### config.mk
export PLATFORM = sky130hd
export DESIGN_NAME = led_pulse_spi_encoder
export DESIGN_NICKNAME = d
export VERILOG_FILES = /design/src/sv/lps_pkg.sv /design/src/sv/lps_frame_ctl.sv /design/src/sv/lps_serializer.sv /design/src/sv/led_pulse_spi_encoder.sv
export SDC_FILE = /design/constraint.sdc
export NUM_CORES = 1
export LEC_CHECK = 0
export BUFFER_PORTS_ARGS = -buffer_cell sky130_fd_sc_hd__buf_2
export CAP_MARGIN = 20
export CORE_ASPECT_RATIO = 0.8
export CORE_UTILIZATION = 40
export CTS_CLUSTER_DIAMETER = 50
export CTS_CLUSTER_SIZE = 20
export DETAILED_ROUTE_END_ITERATION = 10
export GPL_ROUTABILITY_DRIVEN = 0
export MAX_ROUTING_LAYER = met4
export PLACE_DENSITY = 0.59
export SYNTH_ARGS = -nofsm -noshare
export SYNTH_HDL_FRONTEND = slang
export SYNTH_SLANG_ARGS = --single-unit
### constraint.sdc
create_clock -name clk -period 2.2 [get_ports clk]
set_input_delay 0.44 -clock clk [delete_from_list [all_inputs] [get_ports clk]]
set_output_delay 0.44 -clock clk [all_outputs]
set_load 0.01 [all_outputs]
### src/sv/lps_pkg.sv
// Shared types, register indexes and the bit-expansion function for the LED pulse encoder.
package lps_pkg;

	localparam int DATA_W     = 8;
	localparam int RLEN_W     = 6;
	localparam int PAT_W      = 80;
	localparam int BYTES_MODE0 = 5;
	localparam int BYTES_MODE1 = 10;

	localparam logic REG_CHIP_MODE    = 1'b0;
	localparam logic REG_RESET_LENGTH = 1'b1;

	// One accepted item after framing: data byte, error flag and reset tail length.
	typedef struct packed {
		logic [DATA_W-1:0] data;
		logic              err;
		logic [RLEN_W-1:0] tail;
	} lps_item_t;

	// Expand a data byte, MSB first, into the pulse pattern, left aligned in 80 bits.
	function automatic logic [PAT_W-1:0] lps_expand(input logic [DATA_W-1:0] data,
			input logic mode);
		logic [PAT_W-1:0] p;
		p = '0;
		for (int i = 0; i < DATA_W; i++) begin
			if (mode) begin
				p[PAT_W-1-10*i -: 10] = {2'b11, {6{data[DATA_W-1-i]}}, 2'b00};
			end else begin
				p[PAT_W-1-5*i -: 5] = {2'b11, data[DATA_W-1-i], 2'b00};
			end
		end
		return p;
	endfunction

endpackage

### src/sv/lps_frame_ctl.sv
// Input register, pixel byte phase and reset tail decision for each incoming item.
module lps_frame_ctl import lps_pkg::*; #(
	parameter int MAX_RESET_BYTES = 48
) (
	input  logic              clk,
	input  logic              arst_n,
	input  logic              s_tvalid,
	output logic              s_tready,
	input  logic [DATA_W-1:0] s_tdata,
	input  logic              s_tlast,
	input  logic [RLEN_W-1:0] reset_length,
	input  logic              take,
	output logic              item_valid,
	output lps_item_t         item
);

	logic [1:0]        phase_q;
	logic [1:0]        next_phase;
	logic              valid_s1;
	lps_item_t         item_s1;
	logic              accept;
	logic [RLEN_W-1:0] tail_clamped;

	assign accept       = s_tvalid && s_tready;
	assign s_tready     = !valid_s1 || take;
	assign next_phase   = (phase_q >= 2'd2) ? 2'd0 : phase_q + 2'd1;
	assign tail_clamped = (reset_length > RLEN_W'(MAX_RESET_BYTES)) ?
		RLEN_W'(MAX_RESET_BYTES) : reset_length;

	always_ff @(posedge clk or negedge arst_n) begin
		if (!arst_n) begin
			phase_q  <= 2'd0;
			valid_s1 <= 1'b0;
		end else begin
			if (accept) begin
				phase_q  <= s_tlast ? 2'd0 : next_phase;
				valid_s1 <= 1'b1;
			end else if (take) begin
				valid_s1 <= 1'b0;
			end
		end
	end

	always_ff @(posedge clk) begin
		if (accept) begin
			item_s1.data <= s_tdata;
			// misaligned frame end: no tail, error on the final byte
			item_s1.err  <= s_tlast && (next_phase != 2'd0);
			item_s1.tail <= (s_tlast && (next_phase == 2'd0)) ? tail_clamped : '0;
		end
	end

	assign item_valid = valid_s1;
	assign item       = item_s1;

	a_phase_range: assert property (@(posedge clk) disable iff (!arst_n)
		phase_q != 2'd3) else $error("phase reached unused code");
	a_frame_end_phase: assert property (@(posedge clk) disable iff (!arst_n)
		accept && s_tlast |=> phase_q == 2'd0) else $error("phase not cleared at frame end");
	a_hold_item: assert property (@(posedge clk) disable iff (!arst_n)
		valid_s1 && !take |=> valid_s1 && $stable(item_s1))
		else $error("pending item lost");

endmodule

### src/sv/lps_serializer.sv
// Pattern shift register and byte counter that emit one SPI byte per cycle while m_tready is high.
module lps_serializer import lps_pkg::*; #(
	parameter int MAX_RESET_BYTES = 48
) (
	input  logic              clk,
	input  logic              arst_n,
	input  logic              chip_mode,
	input  logic              item_valid,
	input  lps_item_t         item,
	output logic              take,
	output logic              m_tvalid,
	input  logic              m_tready,
	output logic [DATA_W-1:0] m_tdata,
	output logic              m_tlast,
	output logic              m_tuser
);

	localparam int CNT_W = $clog2(MAX_RESET_BYTES + BYTES_MODE1 + 1);

	logic [PAT_W-1:0] pat_q;
	logic [CNT_W-1:0] rem_q;
	logic             err_q;
	logic             busy_q;
	logic             final_byte;
	logic             out_accept;
	logic [CNT_W-1:0] pat_bytes;

	assign final_byte = (rem_q == CNT_W'(1));
	assign out_accept = m_tvalid && m_tready;
	assign take       = item_valid && (!busy_q || (m_tready && final_byte));
	assign pat_bytes  = chip_mode ? CNT_W'(BYTES_MODE1) : CNT_W'(BYTES_MODE0);

	always_ff @(posedge clk or negedge arst_n) begin
		if (!arst_n) begin
			busy_q <= 1'b0;
			rem_q  <= '0;
		end else begin
			if (take) begin
				busy_q <= 1'b1;
				rem_q  <= pat_bytes + CNT_W'(item.tail);
			end else if (out_accept) begin
				busy_q <= !final_byte;
				rem_q  <= rem_q - CNT_W'(1);
			end
		end
	end

	// after the pattern is shifted out the register holds zeros: the reset tail
	always_ff @(posedge clk) begin
		if (take) begin
			pat_q <= lps_expand(item.data, chip_mode);
			err_q <= item.err;
		end else if (out_accept) begin
			pat_q <= {pat_q[PAT_W-DATA_W-1:0], {DATA_W{1'b0}}};
		end
	end

	assign m_tvalid = busy_q;
	assign m_tdata  = pat_q[PAT_W-1 -: DATA_W];
	assign m_tlast  = final_byte;
	assign m_tuser  = err_q && final_byte;

	a_busy_count: assert property (@(posedge clk) disable iff (!arst_n)
		busy_q |-> rem_q != '0) else $error("busy with empty count");
	a_take_final: assert property (@(posedge clk) disable iff (!arst_n)
		take && busy_q |-> m_tready && final_byte) else $error("item loaded mid run");
	a_err_last: assert property (@(posedge clk) disable iff (!arst_n)
		m_tvalid && m_tuser |-> m_tlast) else $error("error flag before final byte");

endmodule

### src/sv/led_pulse_spi_encoder.sv
// Top level of the addressable-LED SPI bit expander: config registers and item path.
// Each accepted data byte yields 5 SPI bytes (chip_mode 0) or 10 (chip_mode 1), plus on an
// aligned frame end min(reset_length, MAX_RESET_BYTES) zero bytes; the final byte of each run
// carries m_tlast, and m_tuser flags a frame end that is not a whole number of 3-byte pixels.
// The output serializer emits one SPI byte per cycle while m_tready is high; a run is 5 to
// 10 + MAX_RESET_BYTES bytes. One further item is held in the input register meanwhile, and
// a queued item starts on the cycle after the previous run's final byte is taken, so runs
// stream without gaps. Configuration is taken at any time (cfg_ready is always high) and
// should change only while the block is idle.
module led_pulse_spi_encoder import lps_pkg::*; #(
	parameter int MAX_RESET_BYTES = 48
) (
	input  logic              clk,
	input  logic              arst_n,
	input  logic              s_tvalid,
	output logic              s_tready,
	input  logic [DATA_W-1:0] s_tdata,   // [7:0] data_byte
	input  logic              s_tlast,   // frame_last
	output logic              m_tvalid,
	input  logic              m_tready,
	output logic [DATA_W-1:0] m_tdata,   // [7:0] spi_byte
	output logic              m_tlast,   // run_last
	output logic              m_tuser,   // [0] frame_error
	input  logic              cfg_valid,
	output logic              cfg_ready,
	input  logic              cfg_addr,
	input  logic [RLEN_W-1:0] cfg_data
);

	logic              chip_mode_q;
	logic [RLEN_W-1:0] reset_length_q;
	logic              item_valid;
	lps_item_t         item;
	logic              take;

	assign cfg_ready = 1'b1;

	always_ff @(posedge clk or negedge arst_n) begin
		if (!arst_n) begin
			chip_mode_q    <= 1'b0;
			reset_length_q <= RLEN_W'(26);
		end else if (cfg_valid && cfg_ready) begin
			case (cfg_addr)
				REG_CHIP_MODE:    chip_mode_q    <= cfg_data[0];
				REG_RESET_LENGTH: reset_length_q <= cfg_data;
				default:          ;
			endcase
		end
	end

	lps_frame_ctl #(
		.MAX_RESET_BYTES(MAX_RESET_BYTES)
	) u_frame_ctl (
		.clk         (clk),
		.arst_n      (arst_n),
		.s_tvalid    (s_tvalid),
		.s_tready    (s_tready),
		.s_tdata     (s_tdata),
		.s_tlast     (s_tlast),
		.reset_length(reset_length_q),
		.take        (take),
		.item_valid  (item_valid),
		.item        (item)
	);

	lps_serializer #(
		.MAX_RESET_BYTES(MAX_RESET_BYTES)
	) u_serializer (
		.clk       (clk),
		.arst_n    (arst_n),
		.chip_mode (chip_mode_q),
		.item_valid(item_valid),
		.item      (item),
		.take      (take),
		.m_tvalid  (m_tvalid),
		.m_tready  (m_tready),
		.m_tdata   (m_tdata),
		.m_tlast   (m_tlast),
		.m_tuser   (m_tuser)
	);

endmodule

# Yosys cells after proc, flatten, opt, wreduce, memory -nomap -nowiden

Index checks and enable logic that the tools add are counted.

Register bits after elaboration: 113
Bits of input ports: 21
Word-level logic and storage cells: 63
Output and inout bits: 13

Multiplexer cells: 24
Bitwise logic cells: 2
Reduce and logical (&&, ||, !) cells: 19
Eq/ne operators: 1
Order comparisons: 2
Add/sub/neg operators: 3

Operators with widths:

| kind                | count |
|---|---|
| $mux 80             | 2 |
| $mux 10             | 4 |
| $mux 5              | 4 |
| $mux 6              | 3 |
| $mux 3              | 3 |
| $logic_and 1x1->1   | 7 |
| $add 6x6->6         | 1 |
| $eq 6x1->1 const B  | 1 |
| $gt 6x6->1 const B  | 1 |
| $mux 2              | 3 |
| $reduce_bool 2->1   | 3 |
| $sub 6x1->6 const B | 1 |
| $mux 1              | 4 |
| $mux 4              | 1 |
| $reduce_and 2->1    | 2 |
| $logic_not 1->1     | 3 |
| $add 2x1->2 const B | 1 |
| $ge 2x2->1 const B  | 1 |
| $logic_not 2->1     | 1 |
| $logic_or 1x1->1    | 2 |
| $not 1->1           | 2 |
| $reduce_or 2->1     | 1 |

# Longest topological paths before layout

Gate-level depths: netlist of the first run.

Depth after elaboration: 7
Gate-level depth with buffers: 10
Depth with buffers taken out: 9

# Cells and area by module

Synthesis of the first run repeated with hierarchy kept, for this count alone.

Cell total of the unflattened synthesis: 280
Area total of the unflattened synthesis: 3861.2 µm²

Modules (own cells, without submodules):

| module                | cells an instance | instances | area each (µm²) |
|---|---|---|---|
| lps_serializer        | 227               | 1         | 2887.8 |
| lps_frame_ctl         | 35                | 1         | 660.6 |
| led_pulse_spi_encoder | 18                | 1         | 312.8 |

# Worst setup path before layout of the first run

Ideal clock, no wire load.

Path type: register to register
Start: register chip_mode_q
End: register u_serializer.rem_q[4]
Path slack: 0.067 ns
Arrival: 1.995 ns
Required time: 2.062 ns
Clock period less this slack: 2.133 ns
Library setup time: 0.138 ns
Buffers on the path: 1
Cell stages (with the launch flop): 11
Path through: dfrtp_1 -> clkbuf_1 -> inv_1 -> ha_1 -> inv_1 -> fa_1 -> inv_1 -> a21o_1 -> a21oi_1 -> xor2_1 -> o2111ai_1

Word-level cells in the longest chain between the ends: 3

Ends and longest elaborated chain:

| item                   | line                        | source |
|---|---|---|
| from (decl)            | led_pulse_spi_encoder.sv:30 | `logic chip_mode_q;` |
| from (signal assigned) | led_pulse_spi_encoder.sv:44 | `REG_CHIP_MODE: chip_mode_q <= cfg_data[0];` |
| $mux 4                 | lps_serializer.sv:31        | `assign pat_bytes = chip_mode ? CNT_W'(BYTES_MODE1) : CNT_W'(BYTES_MODE0);` |
| $add 6x6->6            | lps_serializer.sv:40        | `rem_q <= pat_bytes + CNT_W'(item.tail);` |
| $mux 6                 | lps_serializer.sv:38        | `if (take) begin` |
| to (signal assigned)   | lps_serializer.sv:40        |  |
| to (signal assigned)   | lps_serializer.sv:43        | `rem_q <= rem_q - CNT_W'(1);` |
| to (decl)              | lps_serializer.sv:21        | `logic [CNT_W-1:0] rem_q;` |

Every way passes these cells.
A chain may end at the register's enable or synchronous reset.

# Final worst setup path of the first run

Start: register u_serializer.rem_q[2]
End: output m_tuser

Word-level cells in the longest chain between the ends: 2

Ends and longest elaborated chain:

| item              | line                        | source |
|---|---|---|
| $eq 6x1->1        | lps_serializer.sv:28        | `assign final_byte = (rem_q == CNT_W'(1));` |
| $logic_and 1x1->1 | lps_serializer.sv:61        | `assign m_tuser = err_q && final_byte;` |
| to (decl)         | led_pulse_spi_encoder.sv:23 | `output logic m_tuser,` |

Every way passes these cells.

==> out/qor.csv, run 1 <==
stage,metric,value,unit
layout,multi-input logic area,1070,sq um
routing,DRT Wirelength,6650,um
timing,Final setup viols,0,
synth,prevailing post-synth register cell,edfxtp_1,
placement,post-DP HPWL,4450,um
synth,#FFs+latches synth,87,
setup_path,slowest cell on the critical path,dfrtp_1,
placement,number of port buffers,32,
timing,Fin Setup TNS,0,ps
setup_path,Critical Path RT,1760,ps
grt,largest net degree at the start of global routing,59,
layout,Reg area,2530,sq um
grt,GRT Overall Usage,15.1,%
synth,sequential share of the synthesized area,67.0,%
setup_path,WS Path Type,reg -> out,
placement,# placed instances,417,
synth,Synth cell types,46,
synth,yosys synthesis warning count,0,
grt,grt ovf,0,
cts,Sink Count,87,
synth,syn nets,308,
routing,Via density,5.01,
layout,Layout Area Growth over Synthesis,14.9,%
setup_path,buffers plus inverters on the worst setup path,2,
synth,syn avg cell area,13.5,sq um
cts,clock slew at reported path FFs,60,ps
power,Leak,1.80,nW
setup_path,R2R depth,7,
placement,placed instance area,4040,sq um
setup_path,"CP delay by family, top",simple AND/OR/NAND/NOR gates,
cts,Max Buffers Root-to-Sink,2,
timing,"Slew Viols, Final",0,
cts,post-CTS setup buffers,0,
grt,initial antenna violation count,0,
timing,final worst path period share,92.9,%
timing,Final Hold Fails,0,
power,P per Cell Area,882,nW/um^2
synth,"top cells by area, synth","edfxtp_1 56%, dfrtp_1 9.3%, nand2_1 2.7%",
setup_path,startpoint types,register,
setup_path,Worst EP arrival,1600,ps
setup_path,CP Capture Type,primary output,
min_path,Tightest Hold Check Type,in -> async,
timing,Fmax,489,MHz
floorplan,Initial Util,41.5,%
layout,layout net count,341,
timing,RSZ-0062 raised after global routing,false,
floorplan,IO Pins,34,
setup_path,CP cell instances,"nor3_1, buf_4, and3_1, and2_1, buf_2",
synth,Yosys top cell by area,edfxtp_1,
routing,DRT iter0 DRCs,115,
setup_path,"Max FO, Critical Path",5,
floorplan,core region area,9110,sq um
layout,ant diodes,0,
layout,Final Non-Filler Cells,433,
synth,Post-synth EDFFs,70,
routing,post-DR wirelength/cell,15.3,um
power,total power,3.83,mW
layout,# fillers,812,
synth,most frequent cell after synthesis,edfxtp_1,
setup_path,Levels on crit path,5,
floorplan,Die Wd,111,um
layout,Finished Cell Area,4340,sq um
timing,Clock Skew,6.30,ps
layout,layout cell share with drive strength beyond 1,23.3,%
timing,Final min period,2040,ps
routing,Antenna Nets Post-Route,0,
cts,Root Buffer,clkbuf_16,
synth,Synth async-reset ratio,19.5,%
cts,H-tree lvl count,3,
status,status,completed,
cts,post-cts resize count,0,
synth,Mapped Area,3780,sq um
setup_path,CP max stage delay,430,ps
cts,CTS tree,built,
routing,DR vias,2168,
synth,Synth Instances,280,
floorplan,std cell rows,31,
routing,iteration count of the initial detailed-routing pass,4,
run,maxcap violations,0,
grt,first-pass GRT wire length,10700,um
cts,clk_lat worst skew,330,ps
timing,Slew @ Worst Pin,598,ps
synth,Synth top cells by count,"70 x edfxtp_1, 27 x nand2_1, 16 x and2_1, 14 x dfrtp_1, 13 x o21ai_0",
routing,Residual DRC,0,
floorplan,die area,9840,sq um
cts,CTS buffer count,9,
cts,hold_buf cts,0,
synth,Yosys top cell area share,55.6,%
grt,number of global-route vias before repair,2064,
power,VDD IR max,0.374,mV
timing,relative slew slack,60.1,%
floorplan,Die Height,88.9,um
-- worst paths after layout --
path | from | to | slack, ps
max reg2reg | u_serializer.rem_q[0]$_DFFE_PN0P_ | u_serializer.pat_q[17]$_DFFE_PP_ | 270
min | arst_n | reset_length_q[5]$_DFFE_PN0P_ | 30
max in group asynchronous | arst_n | reset_length_q[1]$_DFFE_PN1P_ | 1850
min reg2reg | u_frame_ctl.item[6]$_DFFE_PP_ | u_serializer.err_q$_DFFE_PN_ | 450
min in group clk | s_tdata[0] | u_frame_ctl.item[7]$_DFFE_PP_ | 280
max | u_serializer.rem_q[2]$_DFFE_PN0P_ | m_tuser | 160
-- cells by family (layout without fill, tap and decap cells) --
group                      Yosys count  in the layout  synth area share, %
AOI/OAI and AO/OA                   53             53                 10.1
xor gates and xnor gates             4              4                0.927
adders and majority gates            7              7                 2.52
buffers and inverters               33             71                 4.67
DFF                                 87             87                 67.0
muxes                               12             12                 3.44
other                                1              1               0.0992
and+or+nand+nor                     83             83                 11.3
-- state kept, by name (all words and copies together) (netlist names) --
register and flops:
chip_mode_q 1, reset_length_q 6, u_frame_ctl.item 15, u_frame_ctl.item_valid 1, u_frame_ctl.phase_q 2, u_serializer.err_q 1
u_serializer.m_tvalid 1, u_serializer.pat_q 54, u_serializer.rem_q 6
-- through the flow --
stage / utilization, % / setup WS, ps / hold WS (ps)
finish: 47.6 / 155 / 30.4
floorplan: - / 66.7 / 144
CTS: 47.6 / 129 / 31.3
detailed placement: 44.3 / 286 / 396
global route: 47.6 / 65.7 / 41.2
global placement: 44.3 / 341 / 393
-- layout make-up --
type	count	share of cell area, %
tap	115	3.32
clock inverter	7	1.79
multi-input combinational	160	24.7
inverter	15	1.35
timing repair buffer	40	5.36
clock buffer	9	5.19
sequential	87	58.3
-- layer usage --
metal / vias up / global-route usage [%] / routed length (um)
met5: - / - / 0
met4: 0 / 7.27 / 110
li1: 1075 / - / -
met3: 10 / 3.93 / 260
met1: 1040 / 19.8 / 3280
met2: 43 / 22.0 / 2990
-- cells in the final DEF, fill, tap and decap left out, drive strengths merged, types with 4 or more instances in the layout --
cell type,instances
a21o,6
a21oi,8
a22o,8
and2,16
and3,4
buf,40
clkbuf,9
dfrtp,14
edfxtp,70
ha,6
inv,18
mux2,8
mux2i,4
nand2,28
nand2b,8
nand3,6
nor2,9
nor3,4
o21ai,13
o22a,6
-- where the power goes --
part,internal [mW],switching (mW)
clock network,0.891,0.633
logic,0.149,0.188
registers,1.91,0.0602
-- worst reg2reg max path, cell delays in order, from the launching register on --
cell and delay [ps]:
dfrtp_1 410, ha_1 230, and4b_1 210, a31oi_4 240, inv_4 120, nand2_4 160
inv_2 120, a22o_1 200
Note: power is estimated with default switching activity, not from simulation.
==> run 2, diff against run 1 <==
- clock period: 2.2 -> 1.8 ns (I/O delays scaled with it)
==> out/qor.csv, run 2 (same netlist as run 1, synthesis figures left out) <==
stage,metric,value,unit,change
setup_path,R2R depth,8,,was 7
cts,Sink Count,87,,unchanged
layout,layout net count,366,,was 341
placement,post-DP HPWL,4340,um,was 4450 um
power,VDD IR max,0.735,mV,was 0.374 mV
setup_path,CP cell instances,"nor3_2, buf_4, and3_4, and2_4, buf_6",,"was nor3_1, buf_4, and3_1, and2_1, buf_2"
cts,CTS buffer count,9,,unchanged
setup_path,crit path to,m_tuser,,unchanged
timing,Final WS setup,-71.2,ps,was 155 ps
routing,post-DR wirelength/cell,15.5,um,was 15.3 um
grt,largest net degree at the start of global routing,45,,was 59
floorplan,core region area,9110,sq um,unchanged
power,P per Cell Area,1100,nW/um^2,was 882 nW/um^2
setup_path,WS Path Type,reg -> out,,unchanged
cts,Max Buffers Root-to-Sink,2,,unchanged
floorplan,IO Pins,34,,unchanged
power,Leak,1.98,nW,was 1.80 nW
cts,CTS tree,built,,unchanged
setup_path,CP max stage delay,400,ps,was 430 ps
floorplan,Initial Util,41.5,%,unchanged
run,maxcap violations,0,,unchanged
placement,number of port buffers,32,,unchanged
setup_path,CP Capture Type,primary output,,unchanged
grt,initial antenna violation count,0,,unchanged
timing,Clock Skew,5.81,ps,was 6.30 ps
routing,iteration count of the initial detailed-routing pass,4,,unchanged
layout,max reg flops,54,,unchanged
timing,Final min period,1870,ps,
setup_path,slowest cell on the critical path,dfrtp_1,,unchanged
setup_path,startpoint types,register,,unchanged
timing,Fmax,534,MHz,
min_path,Tightest Hold Check Type,in -> reg,,was in -> async
timing,Final Hold Fails,0,,unchanged
setup_path,"reg-to-reg slack, setup",-60,ps,was 270 ps
floorplan,std cell rows,31,,unchanged
grt,grt ovf,0,,unchanged
routing,DRT iter0 DRCs,106,,was 115
cts,H-tree lvl count,3,,unchanged
routing,Antenna Nets Post-Route,0,,unchanged
setup_path,RR Endpoint,u_serializer.rem_q[1]$_DFFE_PN0P_,,was u_serializer.pat_q[17]$_DFFE_PP_
grt,number of global-route vias before repair,2157,,"was 2,064"
layout,# fillers,770,,was 812
layout,layout cell share with drive strength beyond 1,35.3,%,was 23.3%
grt,GRT Overall Usage,15.2,%,was 15.1%
setup_path,"Max FO, Critical Path",2,,was 5
status,status,finished with violations,,was completed
floorplan,Die Wd,111,um,unchanged
setup_path,Crit. Startpoint,u_serializer.rem_q[2]$_DFFE_PN0P_,,unchanged
setup_path,Critical R2R Launch,u_serializer.rem_q[0]$_DFFE_PN0P_,,unchanged
routing,DR vias,2298,,"was 2,168"
floorplan,die area,9840,sq um,unchanged
setup_path,Worst EP arrival,1510,ps,was 1600 ps
layout,ant diodes,0,,unchanged
timing,RSZ-0062 raised after global routing,true,,was false
min_path,worst hold stages,1,,
layout,most frequent cells in the layout,"70 x edfxtp_1, 30 x buf_2, 26 x nand2_1",,"was 70 x edfxtp_1, 32 x buf_2, 27 x nand2_1"
timing,final worst path period share,104,%,
setup_path,Critical Path RT,1440,ps,was 1760 ps
routing,DRT Wirelength,7100,um,was 6650 um
routing,Residual DRC,0,,unchanged
layout,Layout Area Growth over Synthesis,28.3,%,was 14.9%
timing,"Slew Viols, Final",0,,unchanged
grt,first-pass GRT wire length,10800,um,"was 10,700 um"
status,violated checks,setup timing,,
routing,Via density,5.02,,was 5.01
timing,Fin Setup TNS,-639,ps,was 0 ps
layout,"commonest non-fill, non-tap cell in the layout",edfxtp_1,,unchanged
cts,clock slew at reported path FFs,60,ps,about the same
cts,clk_lat worst skew,340,ps,was 330 ps
layout,post-layout util,53.2,%,was 47.6%
floorplan,Die Height,88.9,um,unchanged
cts,Root Buffer,clkbuf_16,,unchanged
timing,Final setup viols,26,,was 0
layout,Biggest register,u_serializer.pat_q,,unchanged
[run 2: how the worst min path moves through the flow]
| stage | start | end | slack [ps] |
|---|---|---|---|
| 2_1_floorplan | arst_n | chip_mode_q$_DFFE_PN0P_ | 60 |
| 3_3_place_gp | arst_n | reset_length_q[2]$_DFFE_PN0P_ | 320 |
| 3_5_place_dp | arst_n | reset_length_q[2]$_DFFE_PN0P_ | 320 |
| 4_1_cts | s_tdata[4] | u_frame_ctl.item[11]$_DFFE_PP_ | 180 |
| 5_1_grt | s_tdata[2] | u_frame_ctl.item[9]$_DFFE_PP_ | 180 |
| 6_report | s_tdata[2] | u_frame_ctl.item[9]$_DFFE_PP_ | 200 |
[run 2: cell type report]
| type | instances | area, sq um | area share, % |
|---|---|---|---|
| Multi-Input combinational cell | 160 | 1170 | 24.2 |
| Timing Repair Buffer | 65 | 533 | 11.0 |
| Sequential cell | 87 | 2530 | 52.2 |
| Inverter | 15 | 75.1 | 1.55 |
| Clock inverter | 7 | 168 | 3.46 |
| Clock buffer | 9 | 225 | 4.64 |
| Tap cell | 115 | 144 | 2.97 |
[run 2: critical path, delay by kind of cell, from the launching register on]
kind	cells	cell delay, ps
buffers and inverters	2	240
flip-flops	1	400
AND/OR/NAND/NOR	3	530
[run 2: per-stage QoR]
| stage | area (sq um) | std cells | worst slack [ps] | hold WS, ps | power [mW] |
|---|---|---|---|---|---|
| after floorplan | 3800 | 280 | 12.6 | 64.4 | 2.73 |
| final | 4850 | 458 | -71.2 | 196 | 5.35 |
| after CTS | 4640 | 449 | -48.4 | 184 | 5.34 |
| after global routing | 4850 | 458 | -148 | 181 | 5.55 |
| after detailed placement | 4160 | 427 | -18.4 | 320 | 2.88 |
| after global placement | 4160 | 427 | 20.1 | 316 | 2.86 |
[run 2: repair_timing]
action | in CTS | in global routing
gates cloned | 0 | 3
hold buffers | 1 | 0
pin swaps | 6 | 15
endpoints found under the hold margin | 14 | 0
endpoints found under the setup margin | 4 | 47
gates resized for setup | 8 | 36
setup buffers | 5 | 6
[run 2: power breakdown]
group          leakage [nW]  internal, mW  switching, mW
Clock                 0.190          1.64          0.765
Sequential            0.863          2.33         0.0710
Combinational         0.929         0.264          0.281
Total                  1.98          4.24           1.12
[run 2: per-layer routing]
metal	track usage, %	up-vias	share of wire, %
li1	-	1124	-
met3	4.68	10	4.3
met2	24.3	40	48
met4	6.55	0	1.6
met5	-	-	0
met1	18.2	1124	46
